<file path="src/hdl/stroke_reveal_pixel_compositor_top_macros.svh">
// Assertion macros for the stroke reveal pixel compositor.
// Used by the top level only; no other dependencies.
`ifndef STROKE_REVEAL_PIXEL_COMPOSITOR_TOP_MACROS_SVH
`define STROKE_REVEAL_PIXEL_COMPOSITOR_TOP_MACROS_SVH

// Same-cycle implication, disabled while reset is asserted.
`define SRPC_ASSERT_NOW(lbl, clk, rst_n, ante, cons, msg) \
    lbl: assert property (@(posedge clk) disable iff (!rst_n) (ante) |-> (cons)) else $error(msg);

// Next-cycle implication, disabled while reset is asserted.
`define SRPC_ASSERT_NEXT(lbl, clk, rst_n, ante, cons, msg) \
    lbl: assert property (@(posedge clk) disable iff (!rst_n) (ante) |=> (cons)) else $error(msg);

`endif

</file>
<file path="src/hdl/srpc_pkg.sv">
// Shared types, register codes and RGB565 helpers for the stroke reveal compositor.
// No dependencies.
package srpc_pkg;

    typedef enum logic [1:0] {
        REG_PAPER    = 2'd0,
        REG_INK      = 2'd1,
        REG_PROGRESS = 2'd2,
        REG_ENABLE   = 2'd3
    } t_reg_idx;

    typedef struct packed {
        logic [15:0] paper;
        logic [15:0] ink;
        logic [7:0]  progress;
        logic        enable;
    } t_cfg;

    // Load strobes for the four pipeline stages.
    typedef struct packed {
        logic ld_in;
        logic ld_cov;
        logic ld_mul;
        logic ld_out;
    } t_stage_ld;

    // Channels widened to 6 bits: [2] red, [1] green, [0] blue.
    typedef logic [2:0][5:0] t_rgb;

    function automatic t_rgb split565(input logic [15:0] color);
        t_rgb ch;
        ch[2] = {1'b0, color[15:11]};
        ch[1] = color[10:5];
        ch[0] = {1'b0, color[4:0]};
        return ch;
    endfunction

    function automatic logic [15:0] pack565(input t_rgb ch);
        return {ch[2][4:0], ch[1], ch[0][4:0]};
    endfunction

endpackage

</file>
<file path="src/hdl/srpc_regs.sv">
// APB configuration registers for the stroke reveal compositor.
// Depends on srpc_pkg.
module srpc_regs import srpc_pkg::*; (
    input  logic        i_clk,
    input  logic        i_rst_n,
    input  logic        psel,
    input  logic        penable,
    input  logic        pwrite,
    input  logic [3:0]  paddr,
    input  logic [31:0] pwdata,
    output logic [31:0] prdata,
    output t_cfg        o_cfg
);

    t_cfg     r_cfg;
    t_reg_idx idx;
    logic     wr_en;

    assign idx   = t_reg_idx'(paddr[3:2]);
    assign wr_en = psel && penable && pwrite;

    always_ff @(posedge i_clk) begin
        if (!i_rst_n) begin
            r_cfg.paper    <= 16'hFFFF;
            r_cfg.ink      <= 16'h0000;
            r_cfg.progress <= 8'd0;
            r_cfg.enable   <= 1'b0;
        end else if (wr_en) begin
            unique case (idx)
                REG_PAPER:    r_cfg.paper    <= pwdata[15:0];
                REG_INK:      r_cfg.ink      <= pwdata[15:0];
                REG_PROGRESS: r_cfg.progress <= pwdata[7:0];
                REG_ENABLE:   r_cfg.enable   <= pwdata[0];
                default:      ;
            endcase
        end
    end

    always_comb begin
        unique case (idx)
            REG_PAPER:    prdata = {16'd0, r_cfg.paper};
            REG_INK:      prdata = {16'd0, r_cfg.ink};
            REG_PROGRESS: prdata = {24'd0, r_cfg.progress};
            REG_ENABLE:   prdata = {31'd0, r_cfg.enable};
            default:      prdata = 32'd0;
        endcase
    end

    assign o_cfg = r_cfg;

endmodule

</file>
<file path="src/hdl/srpc_cov.sv">
// Input register and coverage stage: soft reveal ramp and max with base coverage.
// Depends on srpc_pkg.
module srpc_cov import srpc_pkg::*; #(
    parameter int SOFT_EDGE = 3
) (
    input  logic        i_clk,
    input  t_stage_ld   i_ld,
    input  logic [23:0] i_tdata,
    input  t_cfg        i_cfg,
    output logic [7:0]  o_cov
);

    // shown = stroke * k / Div, done as (stroke * k * Recip) >> RecipShift.
    // Exact while 4095 * Div < 2^RecipShift.
    localparam int Div        = SOFT_EDGE + 1;
    localparam int RecipShift = 17;
    localparam int Recip      = (2 ** RecipShift + Div - 1) / Div;
    localparam int KmW        = 21;
    localparam int ProdW      = KmW + 8;
    localparam logic [KmW-1:0] KM [16] = '{
        KmW'(0 * Recip),  KmW'(1 * Recip),  KmW'(2 * Recip),  KmW'(3 * Recip),
        KmW'(4 * Recip),  KmW'(5 * Recip),  KmW'(6 * Recip),  KmW'(7 * Recip),
        KmW'(8 * Recip),  KmW'(9 * Recip),  KmW'(10 * Recip), KmW'(11 * Recip),
        KmW'(12 * Recip), KmW'(13 * Recip), KmW'(14 * Recip), KmW'(15 * Recip)
    };

    logic [7:0]       r_base;
    logic [7:0]       r_stroke;
    logic [7:0]       r_pos;
    logic [7:0]       r_cov;
    logic [7:0]       gap;
    logic             ahead;
    logic             in_ramp;
    logic [4:0]       k_full;
    logic [ProdW-1:0] prod;
    logic [7:0]       shown;
    logic [7:0]       n_cov;

    always_ff @(posedge i_clk) begin
        if (i_ld.ld_in) begin
            r_base   <= i_tdata[7:0];
            r_stroke <= i_tdata[15:8];
            r_pos    <= i_tdata[23:16];
        end
        if (i_ld.ld_cov) begin
            r_cov <= n_cov;
        end
    end

    always_comb begin
        gap     = r_pos - i_cfg.progress;
        ahead   = r_pos > i_cfg.progress;
        in_ramp = ahead && (gap <= 8'(SOFT_EDGE));
        k_full  = 5'(SOFT_EDGE + 1) - gap[4:0];
        prod    = ProdW'(r_stroke) * ProdW'(KM[k_full[3:0]]);
        if (!i_cfg.enable || r_stroke == 8'd0) begin
            shown = 8'd0;
        end else if (!ahead) begin
            shown = r_stroke;
        end else if (in_ramp) begin
            shown = prod[RecipShift +: 8];
        end else begin
            shown = 8'd0;
        end
        n_cov = (r_base > shown) ? r_base : shown;
    end

    assign o_cov = r_cov;

endmodule

</file>
<file path="src/hdl/srpc_blend.sv">
// Blend stages: per-channel scaled difference, then /255 moves paper toward ink.
// Depends on srpc_pkg.
module srpc_blend import srpc_pkg::*; (
    input  logic        i_clk,
    input  t_stage_ld   i_ld,
    input  logic [7:0]  i_cov,
    input  t_cfg        i_cfg,
    output logic [15:0] o_color
);

    // q = floor(m / 255) as (m * Recip255) >> 22, exact for m < 16384.
    localparam int Shift255 = 22;
    localparam int Recip255 = (2 ** Shift255 + 254) / 255;
    localparam int MulW     = 29;

    logic [2:0][13:0] r_mag;
    logic [2:0]       r_neg;
    logic [15:0]      r_color;
    t_rgb             from_c;
    t_rgb             to_c;
    logic [2:0][13:0] n_mag;
    logic [2:0]       n_neg;
    logic [2:0][MulW-1:0] q_prod;
    t_rgb             n_ch;

    always_comb begin
        from_c = split565(i_cfg.paper);
        to_c   = split565(i_cfg.ink);
        for (int c = 0; c < 3; c++) begin
            n_neg[c] = to_c[c] < from_c[c];
            n_mag[c] = n_neg[c] ? 14'(from_c[c] - to_c[c]) * 14'(i_cov)
                                : 14'(to_c[c] - from_c[c]) * 14'(i_cov);
            q_prod[c] = MulW'(r_mag[c]) * MulW'(Recip255);
            n_ch[c]   = r_neg[c] ? from_c[c] - q_prod[c][Shift255 +: 6]
                                 : from_c[c] + q_prod[c][Shift255 +: 6];
        end
    end

    always_ff @(posedge i_clk) begin
        if (i_ld.ld_mul) begin
            r_mag <= n_mag;
            r_neg <= n_neg;
        end
        if (i_ld.ld_out) begin
            r_color <= pack565(n_ch);
        end
    end

    assign o_color = r_color;

endmodule

</file>
<file path="src/hdl/stroke_reveal_pixel_compositor_top.sv">
// Channel  | Dir | Handshake                   | Payload
// ---------+-----+-----------------------------+------------------------------------------
// s (in)   | in  | i_s_tvalid / o_s_tready     | i_s_tdata: base, stroke, reveal position
// m (out)  | out | o_m_tvalid / i_m_tready     | o_m_tdata: RGB565 pixel color
// apb cfg  | in  | psel, penable, pwrite,pready| paddr, pwdata, prdata
//
// One pixel per clock while i_m_tready is high; o_m_tvalid is the result register's valid.
// Stages: input register, coverage register (one 8x21 multiply), scaled difference
// register (three 6x8 multiplies), result register (three reciprocal multiplies).
// Each stage carries its own valid bit and loads when empty or when the next one
// moves, so input is taken while a result waits, until all four stages are full.
// Reset (synchronous, active low) clears the valid bits and the config registers.
// Top level: depends on srpc_pkg, srpc_regs, srpc_cov, srpc_blend and the macro header.
`include "stroke_reveal_pixel_compositor_top_macros.svh"

module stroke_reveal_pixel_compositor_top import srpc_pkg::*; #(
    parameter int SOFT_EDGE = 3
) (
    input  logic        i_clk,
    input  logic        i_rst_n,
    // slave side
    input  logic        i_s_tvalid,
    output logic        o_s_tready,
    input  logic [23:0] i_s_tdata,   // [7:0] base_coverage, [15:8] stroke_coverage,
                                     // [23:16] reveal_position
    // master side
    output logic        o_m_tvalid,
    input  logic        i_m_tready,
    output logic [15:0] o_m_tdata,   // [15:0] pixel_color
    // configuration
    input  logic        psel,
    input  logic        penable,
    input  logic        pwrite,
    input  logic [3:0]  paddr,
    input  logic [31:0] pwdata,
    output logic [31:0] prdata,
    output logic        pready
);

    t_cfg      cfg;
    t_stage_ld ld;

    // Valid bit per stage; r_v_out drives o_m_tvalid.
    logic r_v_in;
    logic r_v_cov;
    logic r_v_mul;
    logic r_v_out;

    // A stage may load when it is empty or its content moves on this cycle.
    logic rdy_in;
    logic rdy_cov;
    logic rdy_mul;
    logic rdy_out;

    assign pready = 1'b1;

    assign rdy_out = !r_v_out || i_m_tready;
    assign rdy_mul = !r_v_mul || rdy_out;
    assign rdy_cov = !r_v_cov || rdy_mul;
    assign rdy_in  = !r_v_in  || rdy_cov;

    assign o_s_tready = rdy_in;
    assign o_m_tvalid = r_v_out;

    // Payload registers advance with their stage; bubbles carry don't-care data.
    assign ld.ld_in  = i_s_tvalid && rdy_in;
    assign ld.ld_cov = rdy_cov;
    assign ld.ld_mul = rdy_mul;
    assign ld.ld_out = rdy_out;

    // Advance the valid bits alongside the data.
    always_ff @(posedge i_clk) begin
        if (!i_rst_n) begin
            r_v_in  <= 1'b0;
            r_v_cov <= 1'b0;
            r_v_mul <= 1'b0;
            r_v_out <= 1'b0;
        end else begin
            if (rdy_in) begin
                r_v_in <= i_s_tvalid;
            end
            if (rdy_cov) begin
                r_v_cov <= r_v_in;
            end
            if (rdy_mul) begin
                r_v_mul <= r_v_cov;
            end
            if (rdy_out) begin
                r_v_out <= r_v_mul;
            end
        end
    end

    srpc_regs u_regs (
        .i_clk   (i_clk),
        .i_rst_n (i_rst_n),
        .psel    (psel),
        .penable (penable),
        .pwrite  (pwrite),
        .paddr   (paddr),
        .pwdata  (pwdata),
        .prdata  (prdata),
        .o_cfg   (cfg)
    );

    logic [7:0] cov;

    // Soft reveal ramp and coverage select.
    srpc_cov #(
        .SOFT_EDGE (SOFT_EDGE)
    ) u_cov (
        .i_clk   (i_clk),
        .i_ld    (ld),
        .i_tdata (i_s_tdata),
        .i_cfg   (cfg),
        .o_cov   (cov)
    );

    // Paper-to-ink blend in RGB565.
    srpc_blend u_blend (
        .i_clk   (i_clk),
        .i_ld    (ld),
        .i_cov   (cov),
        .i_cfg   (cfg),
        .o_color (o_m_tdata)
    );

    // A transaction on the slave side must land in the input stage.
    `SRPC_ASSERT_NEXT(a_accept_fills_in, i_clk, i_rst_n, i_s_tvalid && o_s_tready, r_v_in, "accepted transaction lost at input stage")
    // With every stage full and the output stalled, input must be held off.
    `SRPC_ASSERT_NOW(a_full_stalls_in, i_clk, i_rst_n, r_v_in && r_v_cov && r_v_mul && r_v_out && !i_m_tready, !o_s_tready, "input accepted with full pipeline")
    // A product that moves on must show up as a result.
    `SRPC_ASSERT_NEXT(a_mul_reaches_out, i_clk, i_rst_n, r_v_mul && rdy_out, o_m_tvalid, "result lost between blend stages")
    // The enable register follows a write to its address.
    `SRPC_ASSERT_NEXT(a_enable_write, i_clk, i_rst_n, psel && penable && pwrite && paddr[3:2] == REG_ENABLE, cfg.enable == $past(pwdata[0]), "stroke enable write not taken")

endmodule

</file>
<file path="config.mk">
export PLATFORM = sky130hd
export DESIGN_NAME = stroke_reveal_pixel_compositor_top
export DESIGN_NICKNAME = d
export VERILOG_FILES = /design/src/hdl/srpc_pkg.sv /design/src/hdl/srpc_regs.sv /design/src/hdl/srpc_cov.sv /design/src/hdl/srpc_blend.sv /design/src/hdl/stroke_reveal_pixel_compositor_top.sv
export VERILOG_INCLUDE_DIRS = /design/src /design/src/hdl
export SDC_FILE = /design/constraint.sdc
export NUM_CORES = 1
export LEC_CHECK = 0
export BUFFER_PORTS_ARGS = -buffer_cell sky130_fd_sc_hd__buf_2
export CAP_MARGIN = 20
export CORE_MARGIN = 5
export CORE_UTILIZATION = 56
export CTS_BUF_LIST = sky130_fd_sc_hd__clkbuf_16
export DETAILED_ROUTE_END_ITERATION = 7
export HOLD_SLACK_MARGIN = 0.1
export PLACE_DENSITY = 0.74
export SKIP_CTS_REPAIR_TIMING = 1
export SYNTH_ARGS = -nofsm -noshare
export SYNTH_HDL_FRONTEND = slang
export SYNTH_HIERARCHICAL = 1
export SYNTH_SLANG_ARGS = --single-unit
</file>
<file path="constraint.sdc">
create_clock -name i_clk -period 10.45 [get_ports i_clk]
set_clock_uncertainty 0.05 [all_clocks]
set_input_delay 2.09 -clock i_clk [delete_from_list [all_inputs] [get_ports i_clk]]
set_output_delay 2.09 -clock i_clk [all_outputs]
set_load 0.03 [all_outputs]
</file>
==> impl_metrics.json <==
{
  "initial_antenna_violation_count": 3,
  "grt_setup_unrepaired": "false",
  "design.core.area_um2": 37800,
  "path_common_cell": "sky130_fd_sc_hd__ha_1",
  "post-route-worst-setup-slack_ns": 3.35,
  "synth_cell_types": 96,
  "diodes": 0,
  "global_route.overflow_total": 0,
  "yosys.area_share.adder": 0.425,
  "synthMuxAreaShare": 0.0375,
  "lkg_pwr_uw": 0.0117,
  "placedCellCount": 2801,
  "route.detailed.wl_per_inst_um": 16.2,
  "viasPerCell": 5.44,
  "detail-route-antenna-nets": 0,
  "cts.reportedPaths.clkPinSlew_ns": 0.07,
  "ctsRootBufferMaster": "sky130_fd_sc_hd__clkbuf_16",
  "dr.first_iter.drc_count": 641,
  "max_rail_drop_vdd_uv": 161,
  "finish.instance_area_um2": 23000,
  "crit_path_max_fanout": 10,
  "placed_cell_area_um2": 22400,
  "most-common-layout-cells": "sky130_fd_sc_hd__ha_1, sky130_fd_sc_hd__inv_1, sky130_fd_sc_hd__fa_1",
  "groute.usage.overall": 0.225,
  "first_pass_iters": 5,
  "crit_path_end": "u_cov/o_cov[7]$_DFFE_PP_",
  "timing.final.setup_violations": 0,
  "routed_vias": 15423,
  "finish.net_count": 3000,
  "route.met2.wl_mm": 22.2,
  "fp.dieArea_um2": 42500,
  "layoutNonFillerInstCount": 2834,
  "gp_congestion": 0.868,
  "arrival_ns": 7.23,
  "asyncSetResetFlopFracSynth": 0,
  "p_int_uw": 2600,
  "sequential_power_share": 0.193,
  "power.density_cell_area_nw_per_um2": 209,
  "tritoncts": "yes",
  "report.final.hold_viol_count": 0,
  "critical_path.startpoint_type": "flop",
  "dpl_worst_slack_ns": 3.43,
  "fin_crit_ns": 7.10,
  "nFillCells": 3215,
  "min-delay-path-class": "reg2reg",
  "start_util": 0.570,
  "worstPathRequired_ns": 10.59,
  "routed.top_layer": "met5",
  "max_slew_margin": 0.277,
  "main_combinational_cell_family_by_area_after_synthesis": "adder cells",
  "switching_power_uw": 2210,
  "worst_setup_path_startpoint": "u_regs/o_cfg[1]$_SDFFE_PN0P_",
  "worstReg2RegEnd": "u_cov/o_cov[7]$_DFFE_PP_",
  "synth_area_per_cell_um2": 9.57,
  "die_width_um": 206,
  "detailed_route_drc_error_count": 0,
  "setup.reg_to_reg.worst_slack_ns": 3.35,
  "most_common_library_cell_in_the_layout_ignoring_fill_and_taps": "sky130_fd_sc_hd__ha_1",
  "final_core_util": 0.608,
  "row_count": 71,
  "cp_slowest_cell": "sky130_fd_sc_hd__fa_1",
  "routedLengthMet1_mm": 20.3,
  "tightestPinTransition_ns": 1.08,
  "h-tree-depth": 4,
  "synth-seq-cells": 138,
  "ys_seq_area_frac": 0.171,
  "synth_xor_xnor_area_share": 0.0557,
  "synth_area_um2": 21600,
  "power.clock.fraction": 0.125,
  "p_comb_frac": 0.682,
  "cts_num_sinks": 138,
  "detailed_place_hpwl_mm": 36.5,
  "postSynth.topFlopCell": "sky130_fd_sc_hd__edfxtp_1",
  "slowest_delay_ns": 0.55,
  "chipHeight_um": 206,
  "placement.io_buffers": 82,
  "max-cap-violations": 0,
  "synth_warnings": 6,
  "maxClockFrequency_mhz": 141,
  "synthCells": 2255,
  "worst-setup-path-type": "reg2reg",
  "synth_compound_gate_area_share": 0.0836,
  "numCtsBuffers": 17,
  "synth_enable_flop_cells": 93,
  "clock_path_buffers": 2,
  "timing.critical_path.to_type": "flop",
  "final.setup.tns_ns": 0,
  "wire_length_reported_by_the_detailed_router_mm": 45.9,
  "area_delta_synth_final_pct": 6.58,
  "routed_wire_length_on_met3_mm": 2.00,
  "final_layout_size_suffix_gt1_frac": 0.0908,
  "timing.final.max_slew_violations": 0,
  "critical_path.reg2reg.startpoint": "u_regs/o_cfg[1]$_SDFFE_PN0P_",
  "grt_pass1_wl_mm": 77.4,
  "largest_net_degree_at_the_start_of_global_routing": 79,
  "swShare": 0.460,
  "clock_latency_ns": 0.46,
  "i_o_pins": 118,
  "r2r.worst_path.cells": 28,
  "vias_in_the_first_global_route": 16308,
  "run_status": "finished, final reports clean",
  "synth_simple_gate_area_frac": 0.148,
  "fin_crit_sh": 0.679
}
-- power groups by stage --
stage / sequential (µW) / clock, µW / combinational (µW)
6_report: 929 / 604 / 3280
4_1_cts: 927 / 619 / 3320
3_5_place_dp: 934 / 0 / 3270
5_1_grt: 941 / 643 / 3820
2_1_floorplan: 958 / 0 / 2510
3_3_place_gp: 934 / 0 / 3150
-- sequential cells by signal (all words and copies together), names as in the netlist --
signal,count
u_blend/r_mag,42
u_regs/o_cfg,41
u_blend/o_color,16
u_cov/o_cov,8
u_cov/r_base,8
u_cov/r_pos,8
u_cov/r_stroke,8
u_blend/r_neg,3
o_m_tvalid,1
r_v_cov,1
r_v_in,1
r_v_mul,1
-- worst min path at each step --
stage | startpoint | endpoint | slack, ns | cells past startpoint
6_report | r_v_cov$_SDFFE_PN0P_ | r_v_mul$_SDFFE_PN0P_ | 0.41 | 1
5_1_grt | r_v_cov$_SDFFE_PN0P_ | r_v_mul$_SDFFE_PN0P_ | 0.44 | 1
4_1_cts | r_v_cov$_SDFFE_PN0P_ | r_v_mul$_SDFFE_PN0P_ | 0.42 | 1
3_5_place_dp | r_v_cov$_SDFFE_PN0P_ | r_v_mul$_SDFFE_PN0P_ | 0.40 | 1
3_3_place_gp | r_v_cov$_SDFFE_PN0P_ | r_v_mul$_SDFFE_PN0P_ | 0.39 | 1
2_1_floorplan | r_v_cov$_SDFFE_PN0P_ | r_v_mul$_SDFFE_PN0P_ | 0.38 | 1
-- cell type report --
| class | count | area (µm²) | area share |
|---|---|---|---|
| Clock buffer | 18 | 450 | 0.0196 |
| Clock inverter | 14 | 125 | 0.00544 |
| Inverter | 338 | 1270 | 0.0552 |
| Multi-Input combinational cell | 1716 | 16300 | 0.707 |
| Sequential cell | 138 | 3690 | 0.161 |
| Tap cell | 511 | 639 | 0.0278 |
| Timing Repair Buffer | 99 | 551 | 0.0239 |
-- synthesized netlist by cell type (all sizes together) (21+ instances only) --
cell type | count | area (µm²)
or2 | 21 | 131
buf | 30 | 231
clkbuf | 48 | 180
xor2 | 45 | 402
fa | 184 | 3680
edfxtp | 93 | 2790
a21o | 51 | 383
and2b | 21 | 176
nand2 | 162 | 608
o21ai | 54 | 285
nor2 | 102 | 385
inv | 338 | 1270
dfxtp | 45 | 901
a21oi | 82 | 410
nor2b | 50 | 323
and2 | 162 | 1020
mux2i | 65 | 651
ha | 439 | 5490
xnor2 | 88 | 778
-- routing by layer --
layer / global-route usage / vias up
li1: - / 7534
met2: 0.388 / 313
met4: 0.0841 / 6
met5: 0 / -
met3: 0.0377 / 82
met1: 0.283 / 7488
-- logic make-up (layout without fill, tap and decap cells) --
logic type                 Yosys count  after routing
muxes                               78             78
xor gates and xnor gates           134            134
and+or+nand+nor                    597            597
buffers and inverters              416            469
adders and majority gates          623            623
other                                2             17
DFF                                138            138
AOI/OAI and AO/OA                  267            267
-- per-stage QoR --
stage,hold slack (ns),total power [µW]
CTS,0.419,4870
finish,0.415,4810
floorplan,0.383,3470
detailed placement,0.403,4200
global route,0.440,5400
global placement,0.393,4080
-- worst max-delay path, delay by kind of cell, from the launching register on --
| family | cells | cell delay, ns |
|---|---|---|
| adder cells (fa/ha/maj) | 8 | 2.90 |
| AO/OA/AOI/OAI | 10 | 2.06 |
| XOR/XNOR | 4 | 1.02 |
| flip-flops | 1 | 0.35 |
| AND/OR/NAND/NOR | 3 | 0.33 |
| buffers and inverters | 3 | 0.13 |
(Power assumes the default switching activity.)
